**src/hw/rtl/spr_pkg.sv**
```systemverilog
// Shared types and constants for the stream pattern redactor.
`default_nettype none

package spr_pkg;

	// Byte codes used by the redactor.
	localparam logic [7:0] FILL_BYTE    = 8'h23;
	localparam logic [7:0] A_BYTE       = 8'h61;
	localparam logic [7:0] NEWLINE_BYTE = 8'h0A;

	// Results caused by one input byte never exceed this count.
	localparam int MAX_RESULTS = 16;
	localparam int CNT_W       = 5;

	// Output queue depth (power of two).
	localparam int QUEUE_DEPTH = 4;
	localparam int QPTR_W      = 2;

	// Configuration register indexes.
	localparam int CFG_IDX_W = 2;
	localparam logic [CFG_IDX_W-1:0] REG_PAT_LO  = 2'd0;
	localparam logic [CFG_IDX_W-1:0] REG_PAT_HI  = 2'd1;
	localparam logic [CFG_IDX_W-1:0] REG_PAT_LEN = 2'd2;

	// Sequencer states.
	typedef enum logic [1:0] {
		ST_RUN,
		ST_FLUSH,
		ST_LOOP
	} st_t;

	// Per-cell window control.
	typedef struct packed {
		logic ins;
		logic shift;
	} cell_ctl_t;

	// One queued output run: a byte repeated cnt times, last marks the end of a step.
	typedef struct packed {
		logic [7:0]       value;
		logic [CNT_W-1:0] cnt;
		logic             last;
	} entry_t;

endpackage

`default_nettype wire

```
**src/hw/rtl/spr_cell.sv**
```systemverilog
// One window cell: holds a pending byte and compares it with its pattern byte.
`default_nettype none

module spr_cell (
	input  wire                    clk,
	input  wire [7:0]              pat_byte,
	input  wire                    en,
	input  wire [7:0]              in_byte,
	input  wire [7:0]              nbr_view,
	input  spr_pkg::cell_ctl_t     ctl,
	output logic [7:0]             view,
	output logic                   hit
);

	logic [7:0] win_q;

	// The cell sees the incoming byte when it is the insertion point.
	assign view = ctl.ins ? in_byte : win_q;

	// Cells beyond the pattern length always agree.
	assign hit = !en || (view == pat_byte);

	// Shift from the right neighbor or take the incoming byte.
	always_ff @(posedge clk) begin
		if (ctl.shift) begin
			win_q <= nbr_view;
		end else if (ctl.ins) begin
			win_q <= in_byte;
		end
	end

endmodule

`default_nettype wire

```
**src/hw/rtl/spr_outq.sv**
```systemverilog
// Output queue of byte runs with an expanding output register.
`default_nettype none

module spr_outq (
	input  wire                 clk,
	input  wire                 arst_n,
	input  wire                 push,
	input  spr_pkg::entry_t     push_entry,
	output logic                full,
	output logic                m_tvalid,
	input  wire                 m_tready,
	output logic [7:0]          m_tdata,  // [7:0] out_byte
	output logic                m_tlast
);

	spr_pkg::entry_t                   mem_q [spr_pkg::QUEUE_DEPTH];
	logic [spr_pkg::QPTR_W-1:0]        wr_ptr_q;
	logic [spr_pkg::QPTR_W-1:0]        rd_ptr_q;
	logic [spr_pkg::QPTR_W:0]          count_q;
	logic                              ov_q;
	logic [7:0]                        ob_q;
	logic [spr_pkg::CNT_W-1:0]         rem_q;
	logic                              olast_q;
	logic                              empty;
	logic                              done;
	logic                              pop;

	assign full  = (count_q == (spr_pkg::QPTR_W + 1)'(spr_pkg::QUEUE_DEPTH));
	assign empty = (count_q == '0);

	// The current run finishes on the transaction of its final byte.
	assign done = ov_q && m_tready && (rem_q == spr_pkg::CNT_W'(1));
	assign pop  = !empty && (!ov_q || done);

	assign m_tvalid = ov_q;
	assign m_tdata  = ob_q;
	assign m_tlast  = olast_q && (rem_q == spr_pkg::CNT_W'(1));

	// Queue storage.
	always_ff @(posedge clk) begin
		if (push) begin
			mem_q[wr_ptr_q] <= push_entry;
		end
	end

	// Queue pointers and occupancy.
	always_ff @(posedge clk or negedge arst_n) begin
		if (!arst_n) begin
			wr_ptr_q <= '0;
			rd_ptr_q <= '0;
			count_q  <= '0;
		end else begin
			if (push) begin
				wr_ptr_q <= wr_ptr_q + spr_pkg::QPTR_W'(1);
			end
			if (pop) begin
				rd_ptr_q <= rd_ptr_q + spr_pkg::QPTR_W'(1);
			end
			if (push && !pop) begin
				count_q <= count_q + (spr_pkg::QPTR_W + 1)'(1);
			end else if (pop && !push) begin
				count_q <= count_q - (spr_pkg::QPTR_W + 1)'(1);
			end
		end
	end

	// Output register valid flag.
	always_ff @(posedge clk or negedge arst_n) begin
		if (!arst_n) begin
			ov_q <= 1'b0;
		end else if (pop) begin
			ov_q <= 1'b1;
		end else if (done) begin
			ov_q <= 1'b0;
		end
	end

	// Output run payload and remaining repeat count.
	always_ff @(posedge clk) begin
		if (pop) begin
			ob_q    <= mem_q[rd_ptr_q].value;
			rem_q   <= mem_q[rd_ptr_q].cnt;
			olast_q <= mem_q[rd_ptr_q].last;
		end else if (ov_q && m_tready) begin
			rem_q <= rem_q - spr_pkg::CNT_W'(1);
		end
	end

endmodule

`default_nettype wire

```
**src/hw/rtl/stream_pattern_redactor_core.sv**
```systemverilog
// Top level of the stream pattern redactor: window cell chain, sequencer and output queue.
//
// Usage: bytes enter on the s_ stream channel (s_tdata holds one byte, 8'h0A ends a line)
// and redacted bytes leave on the m_ stream channel. m_tlast marks the final output byte
// caused by one input byte. Each leftmost match of the pattern within a line is replaced
// by one '#' per 'a' in the pattern; other bytes pass through once they can no longer
// start a match. The pattern and its length are set through cfg_we/cfg_index/cfg_data
// while the block is idle.
// Throughput: one byte per cycle for ordinary bytes while the output queue is not full. A
// newline that finds pending bytes holds the input while the pending window bytes and then
// the newline are queued. After the pattern length has been lowered below the window fill,
// the next byte holds the input while the window drains. A match costs one queue entry
// however many '#' it emits; the output register expands it at one byte per cycle while
// m_tready is high. For an ordinary byte the output run enters the queue at the input
// transaction and then moves into the output register, which raises m_tvalid.
// Reset clears the window, the queue and the pattern (length one). When the receiver
// stalls, the small output queue fills and s_tready drops; nothing is lost.
`default_nettype none

module stream_pattern_redactor_core #(
	parameter int MAX_PATTERN = 16
) (
	input  wire                              clk,
	input  wire                              arst_n,
	input  wire                              s_tvalid,
	output logic                             s_tready,
	input  wire  [7:0]                       s_tdata,   // [7:0] in_byte
	output logic                             m_tvalid,
	input  wire                              m_tready,
	output logic [7:0]                       m_tdata,   // [7:0] out_byte
	output logic                             m_tlast,
	input  wire                              cfg_we,
	input  wire  [spr_pkg::CFG_IDX_W-1:0]    cfg_index,
	input  wire  [63:0]                      cfg_data
);

	localparam int FW = $clog2(MAX_PATTERN + 1);
	localparam int CW = spr_pkg::CNT_W;

	logic [63:0]             pat_lo_q;
	logic [63:0]             pat_hi_q;
	logic [4:0]              pat_len_q;
	logic [FW-1:0]           len;
	logic [MAX_PATTERN-1:0]  en;
	logic [MAX_PATTERN-1:0]  hit;
	logic [MAX_PATTERN-1:0]  is_a;
	logic [7:0]              pat_b [MAX_PATTERN];
	logic [7:0]              view  [MAX_PATTERN+1];
	logic [CW-1:0]           hashes;
	logic                    match;

	spr_pkg::st_t            state_q, state_d;
	logic [FW-1:0]           fill_q, fill_d;
	logic [FW-1:0]           drop_q, drop_d;
	logic                    held_vld_q, held_vld_d;
	spr_pkg::entry_t         held_q, held_d;
	logic [CW-1:0]           emit_q, emit_d;
	logic [FW-1:0]           fill_inc;
	logic [FW-1:0]           fill_dec;
	logic [CW-1:0]           room;
	logic [CW-1:0]           e_cnt;
	logic [CW-1:0]           clip;
	logic                    shift;
	logic                    push;
	spr_pkg::entry_t         push_entry;
	logic                    q_full;
	logic                    acc;
	logic                    is_nl;

	// Configuration registers.
	always_ff @(posedge clk or negedge arst_n) begin
		if (!arst_n) begin
			pat_lo_q  <= '0;
			pat_hi_q  <= '0;
			pat_len_q <= 5'd1;
		end else if (cfg_we) begin
			unique case (cfg_index)
				spr_pkg::REG_PAT_LO:  pat_lo_q  <= cfg_data;
				spr_pkg::REG_PAT_HI:  pat_hi_q  <= cfg_data;
				spr_pkg::REG_PAT_LEN: pat_len_q <= cfg_data[4:0];
				default: ;
			endcase
		end
	end

	// Effective pattern length, clamped to one through MAX_PATTERN.
	always_comb begin
		if (pat_len_q == 5'd0) begin
			len = FW'(1);
		end else if (pat_len_q > 5'(MAX_PATTERN)) begin
			len = FW'(MAX_PATTERN);
		end else begin
			len = FW'(pat_len_q);
		end
	end

	// Input handshake.
	assign s_tready = (state_q == spr_pkg::ST_RUN) && !q_full;
	assign acc      = s_tvalid && s_tready;
	assign is_nl    = (s_tdata == spr_pkg::NEWLINE_BYTE);

	assign view[MAX_PATTERN] = 8'h00;

	// Chain of window cells, cell zero at the front of the window.
	for (genvar i = 0; i < MAX_PATTERN; i++) begin : g_cell
		spr_pkg::cell_ctl_t ctl;

		if (i < 8) begin : g_lo
			assign pat_b[i] = pat_lo_q[8*i +: 8];
		end else begin : g_hi
			assign pat_b[i] = pat_hi_q[8*(i-8) +: 8];
		end

		assign en[i]     = (FW'(i) < len);
		assign is_a[i]   = en[i] && (pat_b[i] == spr_pkg::A_BYTE);
		assign ctl.ins   = acc && !is_nl && (fill_q == FW'(i));
		assign ctl.shift = shift;

		spr_cell u_cell (
			.clk      (clk),
			.pat_byte (pat_b[i]),
			.en       (en[i]),
			.in_byte  (s_tdata),
			.nbr_view (view[i+1]),
			.ctl      (ctl),
			.view     (view[i]),
			.hit      (hit[i])
		);
	end

	assign match = &hit;

	// Number of '#' bytes that replace one match.
	always_comb begin
		hashes = '0;
		for (int k = 0; k < MAX_PATTERN; k++) begin
			hashes = hashes + CW'(is_a[k]);
		end
	end

	assign fill_inc = fill_q + FW'(1);
	assign fill_dec = fill_q - FW'(1);

	// Results of one drain iteration, limited to the per-byte result budget.
	assign room  = CW'(spr_pkg::MAX_RESULTS) - emit_q;
	assign e_cnt = match ? hashes : CW'(1);
	assign clip  = (e_cnt < room) ? e_cnt : room;

	// Sequencer: next state, window control and queue writes.
	always_comb begin
		state_d    = state_q;
		fill_d     = fill_q;
		drop_d     = drop_q;
		held_vld_d = held_vld_q;
		held_d     = held_q;
		emit_d     = emit_q;
		shift      = 1'b0;
		push       = 1'b0;
		push_entry = '{value: view[0], cnt: CW'(1), last: 1'b1};
		unique case (state_q)
			spr_pkg::ST_RUN: begin
				if (acc) begin
					if (is_nl) begin
						if (fill_q == '0) begin
							push       = 1'b1;
							push_entry = '{value: spr_pkg::NEWLINE_BYTE, cnt: CW'(1),
								last: 1'b1};
						end else begin
							state_d = spr_pkg::ST_FLUSH;
						end
					end else if (fill_q >= len) begin
						// Window longer than the pattern: drain it in the loop state.
						fill_d     = fill_inc;
						state_d    = spr_pkg::ST_LOOP;
						held_vld_d = 1'b0;
						emit_d     = '0;
						drop_d     = '0;
					end else if (fill_inc < len) begin
						fill_d = fill_inc;
					end else if (match) begin
						fill_d = '0;
						if (hashes != '0) begin
							push       = 1'b1;
							push_entry = '{value: spr_pkg::FILL_BYTE, cnt: hashes,
								last: 1'b1};
						end
					end else begin
						push   = 1'b1;
						shift  = 1'b1;
						fill_d = fill_q;
					end
				end
			end
			spr_pkg::ST_FLUSH: begin
				if (!q_full) begin
					push = 1'b1;
					if (fill_q != '0) begin
						push_entry.last = 1'b0;
						shift           = 1'b1;
						fill_d          = fill_dec;
					end else begin
						push_entry = '{value: spr_pkg::NEWLINE_BYTE, cnt: CW'(1),
							last: 1'b1};
						state_d    = spr_pkg::ST_RUN;
					end
				end
			end
			spr_pkg::ST_LOOP: begin
				if (!q_full) begin
					if (drop_q != '0) begin
						// Skip the rest of a matched run.
						shift  = 1'b1;
						fill_d = fill_dec;
						drop_d = drop_q - FW'(1);
					end else if (fill_q < len) begin
						// Drained: release the held run as the final one.
						if (held_vld_q) begin
							push            = 1'b1;
							push_entry      = held_q;
							push_entry.last = 1'b1;
						end
						held_vld_d = 1'b0;
						state_d    = spr_pkg::ST_RUN;
					end else begin
						shift  = 1'b1;
						fill_d = fill_dec;
						if (match) begin
							drop_d = len - FW'(1);
						end
						if (clip != '0) begin
							if (held_vld_q) begin
								push            = 1'b1;
								push_entry      = held_q;
								push_entry.last = 1'b0;
							end
							held_vld_d = 1'b1;
							held_d     = '{value: match ? spr_pkg::FILL_BYTE : view[0],
								cnt: clip, last: 1'b0};
							emit_d     = emit_q + clip;
						end
					end
				end
			end
			default: state_d = spr_pkg::ST_RUN;
		endcase
	end

	// Sequencer state.
	always_ff @(posedge clk or negedge arst_n) begin
		if (!arst_n) begin
			state_q    <= spr_pkg::ST_RUN;
			fill_q     <= '0;
			drop_q     <= '0;
			held_vld_q <= 1'b0;
			emit_q     <= '0;
		end else begin
			state_q    <= state_d;
			fill_q     <= fill_d;
			drop_q     <= drop_d;
			held_vld_q <= held_vld_d;
			emit_q     <= emit_d;
		end
	end

	// Held run payload.
	always_ff @(posedge clk) begin
		held_q <= held_d;
	end

	spr_outq u_outq (
		.clk        (clk),
		.arst_n     (arst_n),
		.push       (push),
		.push_entry (push_entry),
		.full       (q_full),
		.m_tvalid   (m_tvalid),
		.m_tready   (m_tready),
		.m_tdata    (m_tdata),
		.m_tlast    (m_tlast)
	);

endmodule

`default_nettype wire

```
**config.mk**
```make
export PLATFORM = sky130hd
export DESIGN_NAME = stream_pattern_redactor_core
export DESIGN_NICKNAME = d
export VERILOG_FILES = /design/src/hw/rtl/spr_pkg.sv /design/src/hw/rtl/spr_cell.sv /design/src/hw/rtl/spr_outq.sv /design/src/hw/rtl/stream_pattern_redactor_core.sv
export SDC_FILE = /design/constraint.sdc
export NUM_CORES = 1
export LEC_CHECK = 0
export BUFFER_PORTS_ARGS = -buffer_cell sky130_fd_sc_hd__buf_2
export CAP_MARGIN = 20
export CORE_ASPECT_RATIO = 1.5
export CORE_MARGIN = 2
export CORE_UTILIZATION = 50
export DETAILED_ROUTE_END_ITERATION = 8
export GPL_TIMING_DRIVEN = 1
export PLACE_DENSITY = 0.77
export SLEW_MARGIN = 40
export SYNTH_ARGS = -nofsm -noshare
export SYNTH_HDL_FRONTEND = slang
export SYNTH_SLANG_ARGS = --single-unit
export TNS_END_PERCENT = 10
```
**constraint.sdc**
```tcl
create_clock -name clk -period 9.6 [get_ports clk]
set_input_delay 1.44 -clock clk [delete_from_list [all_inputs] [get_ports clk]]
set_output_delay 1.44 -clock clk [all_outputs]
set_load 0.01 [all_outputs]
```
==> flow_metrics.env <==
export IMPL_tritoncts="done"
export IMPL_cpMostUsedCell="fa_1"
export IMPL_cp_end_kind="register"
export IMPL_yosysSeqAreaShare_pct=44.0
export IMPL_cp_startpoint="pat_len_q[4]$_DFFE_PN0P_"
export IMPL_die_w_um=170
export IMPL_cp_depth=32
export IMPL_overflow=0
export IMPL_routed_wl_um=64700
export IMPL_max_freq_mhz=116
export IMPL_cp_required_ns=10.05
export IMPL_syn_area_um2=20500
export IMPL_drc=0
export IMPL_synthArstFlopShare_pct=43.0
export IMPL_report_final_slew_viol_count=0
export IMPL_crit_slowest_cell="dfrtp_1"
export IMPL_grt_pass1_vias=17200
export IMPL_diodes=0
export IMPL_synth_fp_nets=2174
export IMPL_tightest_slew_ns=0.918
export IMPL_peakVddDrop_mv=0.194
export IMPL_ys_ff_latch=370
export IMPL_hold_buffers=0
export IMPL_worstRegToRegCells=32
export IMPL_clk_pin_slew_worst_paths_ns=0.07
export IMPL_wl_met3_um=4170
export IMPL_post_cts_buffers=0
export IMPL_seqCellArea_um2=9040
export IMPL_syn_to_final_growth_pct=11.7
export IMPL_die_area_um2=42800
export IMPL_reg2reg_from="pat_len_q[4]$_DFFE_PN0P_"
export IMPL_relSlewSlack_pct=38.2
export IMPL_synth_top_cell_area_share_pct=19.2
export IMPL_critPathMaxStageDelay_ns=0.60
export IMPL_cp_arrival_ns=9.05
export IMPL_die_h_um=252
export IMPL_track_usage_pct=30.2
export IMPL_grt_pass1_wl_um=98900
export IMPL_drt_initial_drc_count=1712
export IMPL_clock_sinks=370
export IMPL_htreeDepth=2
export IMPL_crit_fanout=12
export IMPL_wl_met2_um=31900
export IMPL_cp_num_buf_inv=6
export IMPL_cts_buffers=37
export IMPL_avgSynthCellArea_um2=10.1
export IMPL_io_pins=90
export IMPL_hpwl_um=47500
export IMPL_topRoutingLayerUsed="met4"
export IMPL_path_class="register to register"
export IMPL_yosys_warnings=0
export IMPL_first_pass_iters=6
export IMPL_cts_root_buf="clkbuf_16"
export IMPL_gp_congestion=1.01
export IMPL_r2r_setup_slack_ns=1.0
export IMPL_rows=91
export IMPL_start_util_pct=50.3
export IMPL_synthTopCellsByArea="dfrtp_1 19%, dfxtp_1 12%, edfxtp_1 12%"
export IMPL_dp_cells=2568
export IMPL_synthDistinctLibCells=98
export IMPL_syn_inst=2039
export IMPL_layout_nets=2236
export IMPL_worst_hold_slack_ns=0.500
export IMPL_ys_flop_type="dfrtp_1"
export IMPL_avgViaCountPerCell=6.41
export IMPL_stdcell_count=2640
export IMPL_cp_start_kind="register"
export IMPL_hp_class="register to register"
export IMPL_drive_gt1_share_pct=18.3
export IMPL_cts_resized=0
export IMPL_static_leakage_power_nw=9.09
export IMPL_insertion_delay_ns=0.56
export IMPL_post_route_period_util_pct=89.6
export IMPL_drv_cap=0
export IMPL_port_buffers=89
export IMPL_status="complete, no violations"
export IMPL_rsz0062_at_grt="false"
export IMPL_skew_ns=0.0272
export IMPL_routedWlPerCell_um=24.5
export IMPL_fillerInstances=3460
export IMPL_met1Wirelength_um=22300
export IMPL_multi_input_area_um2=10800
export IMPL_core_um2=40900
export IMPL_finalSetupViolations=0
export IMPL_min_period_ns=8.60
export IMPL_power_density_nw_per_um2=309
export IMPL_vias=16900
export IMPL_antenna_found_initial=0
export IMPL_cts_buffer_depth=3
export IMPL_synth_edf_count=83
export IMPL_yosysTopAreaCell="dfrtp_1"
export IMPL_postRouteAntennaNets=0
export IMPL_tns_ns=0
export IMPL_cp_endpoint="u_outq.count_q[2]$_DFFE_PN0P_"
export IMPL_critical_path_reg2reg_endpoint="u_outq.count_q[2]$_DFFE_PN0P_"
export IMPL_hold_violations=0
export IMPL_cp_top_family="adder cells"
export IMPL_grt_max_degree=77
[final cells by class]
class                           instances  area share [%]
Multi-Input combinational cell       1482            47.2
Timing Repair Buffer                  129            3.49
Sequential cell                       370            39.4
Clock inverter                         16           0.867
Inverter                               81            1.33
Tap cell                              511            2.79
Clock buffer                           51            4.98
[tightest hold or removal path, cell delays in order (launching register included)]
cell and delay, ns:
dfrtp_1 0.35, nand2_1 0.05, o21ai_0 0.06
[power by group]
| group | switching [mW] | leakage, nW | internal [mW] |
|---|---|---|---|
| combinational | 1.72 | 4.72 | 1.13 |
| sequential | 0.561 | 3.71 | 2.10 |
| clock | 0.640 | 0.655 | 0.946 |
[cell families (layout without fill, tap and decap cells)]
kind of cell | Yosys count | in the layout | synth area share, %
simple gates | 664 | 664 | 15.5
compound gates | 388 | 388 | 13.6
flops | 370 | 370 | 44.0
mux | 237 | 237 | 13.4
buf+inv | 187 | 277 | 3.87
xor+xnor | 137 | 137 | 5.84
fa+ha+maj | 56 | 56 | 3.85
[flip-flops by register name, summed over array words and instances, names as in the netlist]
register and cells:
drop_q 5, emit_q 5, fill_q 5, g_cell.u_cell.win_q 128, held_q 13, held_vld_q 1
pat_hi_q 64, pat_len_q 5, pat_lo_q 64, state_q 2, u_outq.count_q 3, u_outq.m_tdata 8
u_outq.m_tvalid 1, u_outq.mem_q 56, u_outq.olast_q 1, u_outq.rd_ptr_q 2, u_outq.rem_q 5, u_outq.wr_ptr_q 2
[cells in the mapped netlist, drive strengths merged, types with 10 or more instances]
| library cell | n |
|---|---|
| o21ai | 56 |
| nand4b | 10 |
| nand2b | 18 |
| ha | 44 |
| nor2b | 20 |
| mux4 | 14 |
| nor3 | 38 |
| a21oi | 49 |
| dfxtp | 128 |
| nor2 | 293 |
| a222oi | 13 |
| inv | 80 |
| nor4 | 33 |
| nand3 | 25 |
| dfrtp | 158 |
| clkbuf | 70 |
| xor2 | 66 |
| a21o | 12 |
| mux2i | 98 |
| a31oi | 13 |
| or2 | 10 |
| a2111oi | 16 |
| nand2 | 135 |
| nand4 | 20 |
| buf | 36 |
| and2 | 12 |
| edfxtp | 83 |
| mux2 | 125 |
| fa | 12 |
| xnor2 | 71 |
| o22ai | 122 |
[routing by layer]
metal	GRT usage (%)	vias up
li1	-	7561
met1	32.3	8212
met2	52.4	838
met3	4.32	322
met4	25.7	0
met5	0	-
[placed cells by master (no fill, tap or decap), types with 41 or more instances in the layout]
| cell type | netlist | routed |
|---|---|---|
| a21oi_1 | 47 | 47 |
| o21ai_0 | 50 | 50 |
| buf_2 | 13 | 89 |
| clkbuf_16 | 0 | 41 |
| dfxtp_1 | 128 | 128 |
| mux2_2 | 124 | 124 |
| nand2_1 | 129 | 129 |
| xnor2_1 | 71 | 71 |
| edfxtp_1 | 83 | 83 |
| dfrtp_1 | 158 | 157 |
| nor2_1 | 293 | 293 |
| inv_1 | 80 | 80 |
| ha_1 | 44 | 44 |
| xor2_1 | 66 | 66 |
| o22ai_1 | 122 | 122 |
| mux2i_1 | 93 | 93 |
[how the worst min path moves through the flow]
stage | startpoint | endpoint | slack (ns) | cells after the start
finish | drop_q[1]$_DFFE_PN0P_ | drop_q[1]$_DFFE_PN0P_ | 0.50 | 2
global route | g_cell[2].u_cell.win_q[0]$_DFF_P_ | g_cell[2].u_cell.win_q[0]$_DFF_P_ | 0.54 | 2
CTS | drop_q[1]$_DFFE_PN0P_ | drop_q[1]$_DFFE_PN0P_ | 0.49 | 2
detailed placement | drop_q[1]$_DFFE_PN0P_ | drop_q[1]$_DFFE_PN0P_ | 0.48 | 2
global placement | drop_q[1]$_DFFE_PN0P_ | drop_q[1]$_DFFE_PN0P_ | 0.47 | 2
floorplan | drop_q[1]$_DFFE_PN0P_ | drop_q[1]$_DFFE_PN0P_ | 0.45 | 2
[through the flow]
stage | total power [mW] | cell area, µm² | setup WS, ns | utilization, %
after floorplan | 4.58 | 20500 | 1.56 | -
after global placement | 5.34 | 21500 | 0.958 | 52.5
after detailed placement | 5.45 | 21500 | 0.891 | 52.7
after CTS | 7.04 | 22900 | 1.09 | 56.0
after global routing | 7.48 | 22900 | 0.601 | 56.1
final | 7.10 | 22900 | 1.00 | 56.1
No activity file was read; power rests on OpenSTA's default activity.
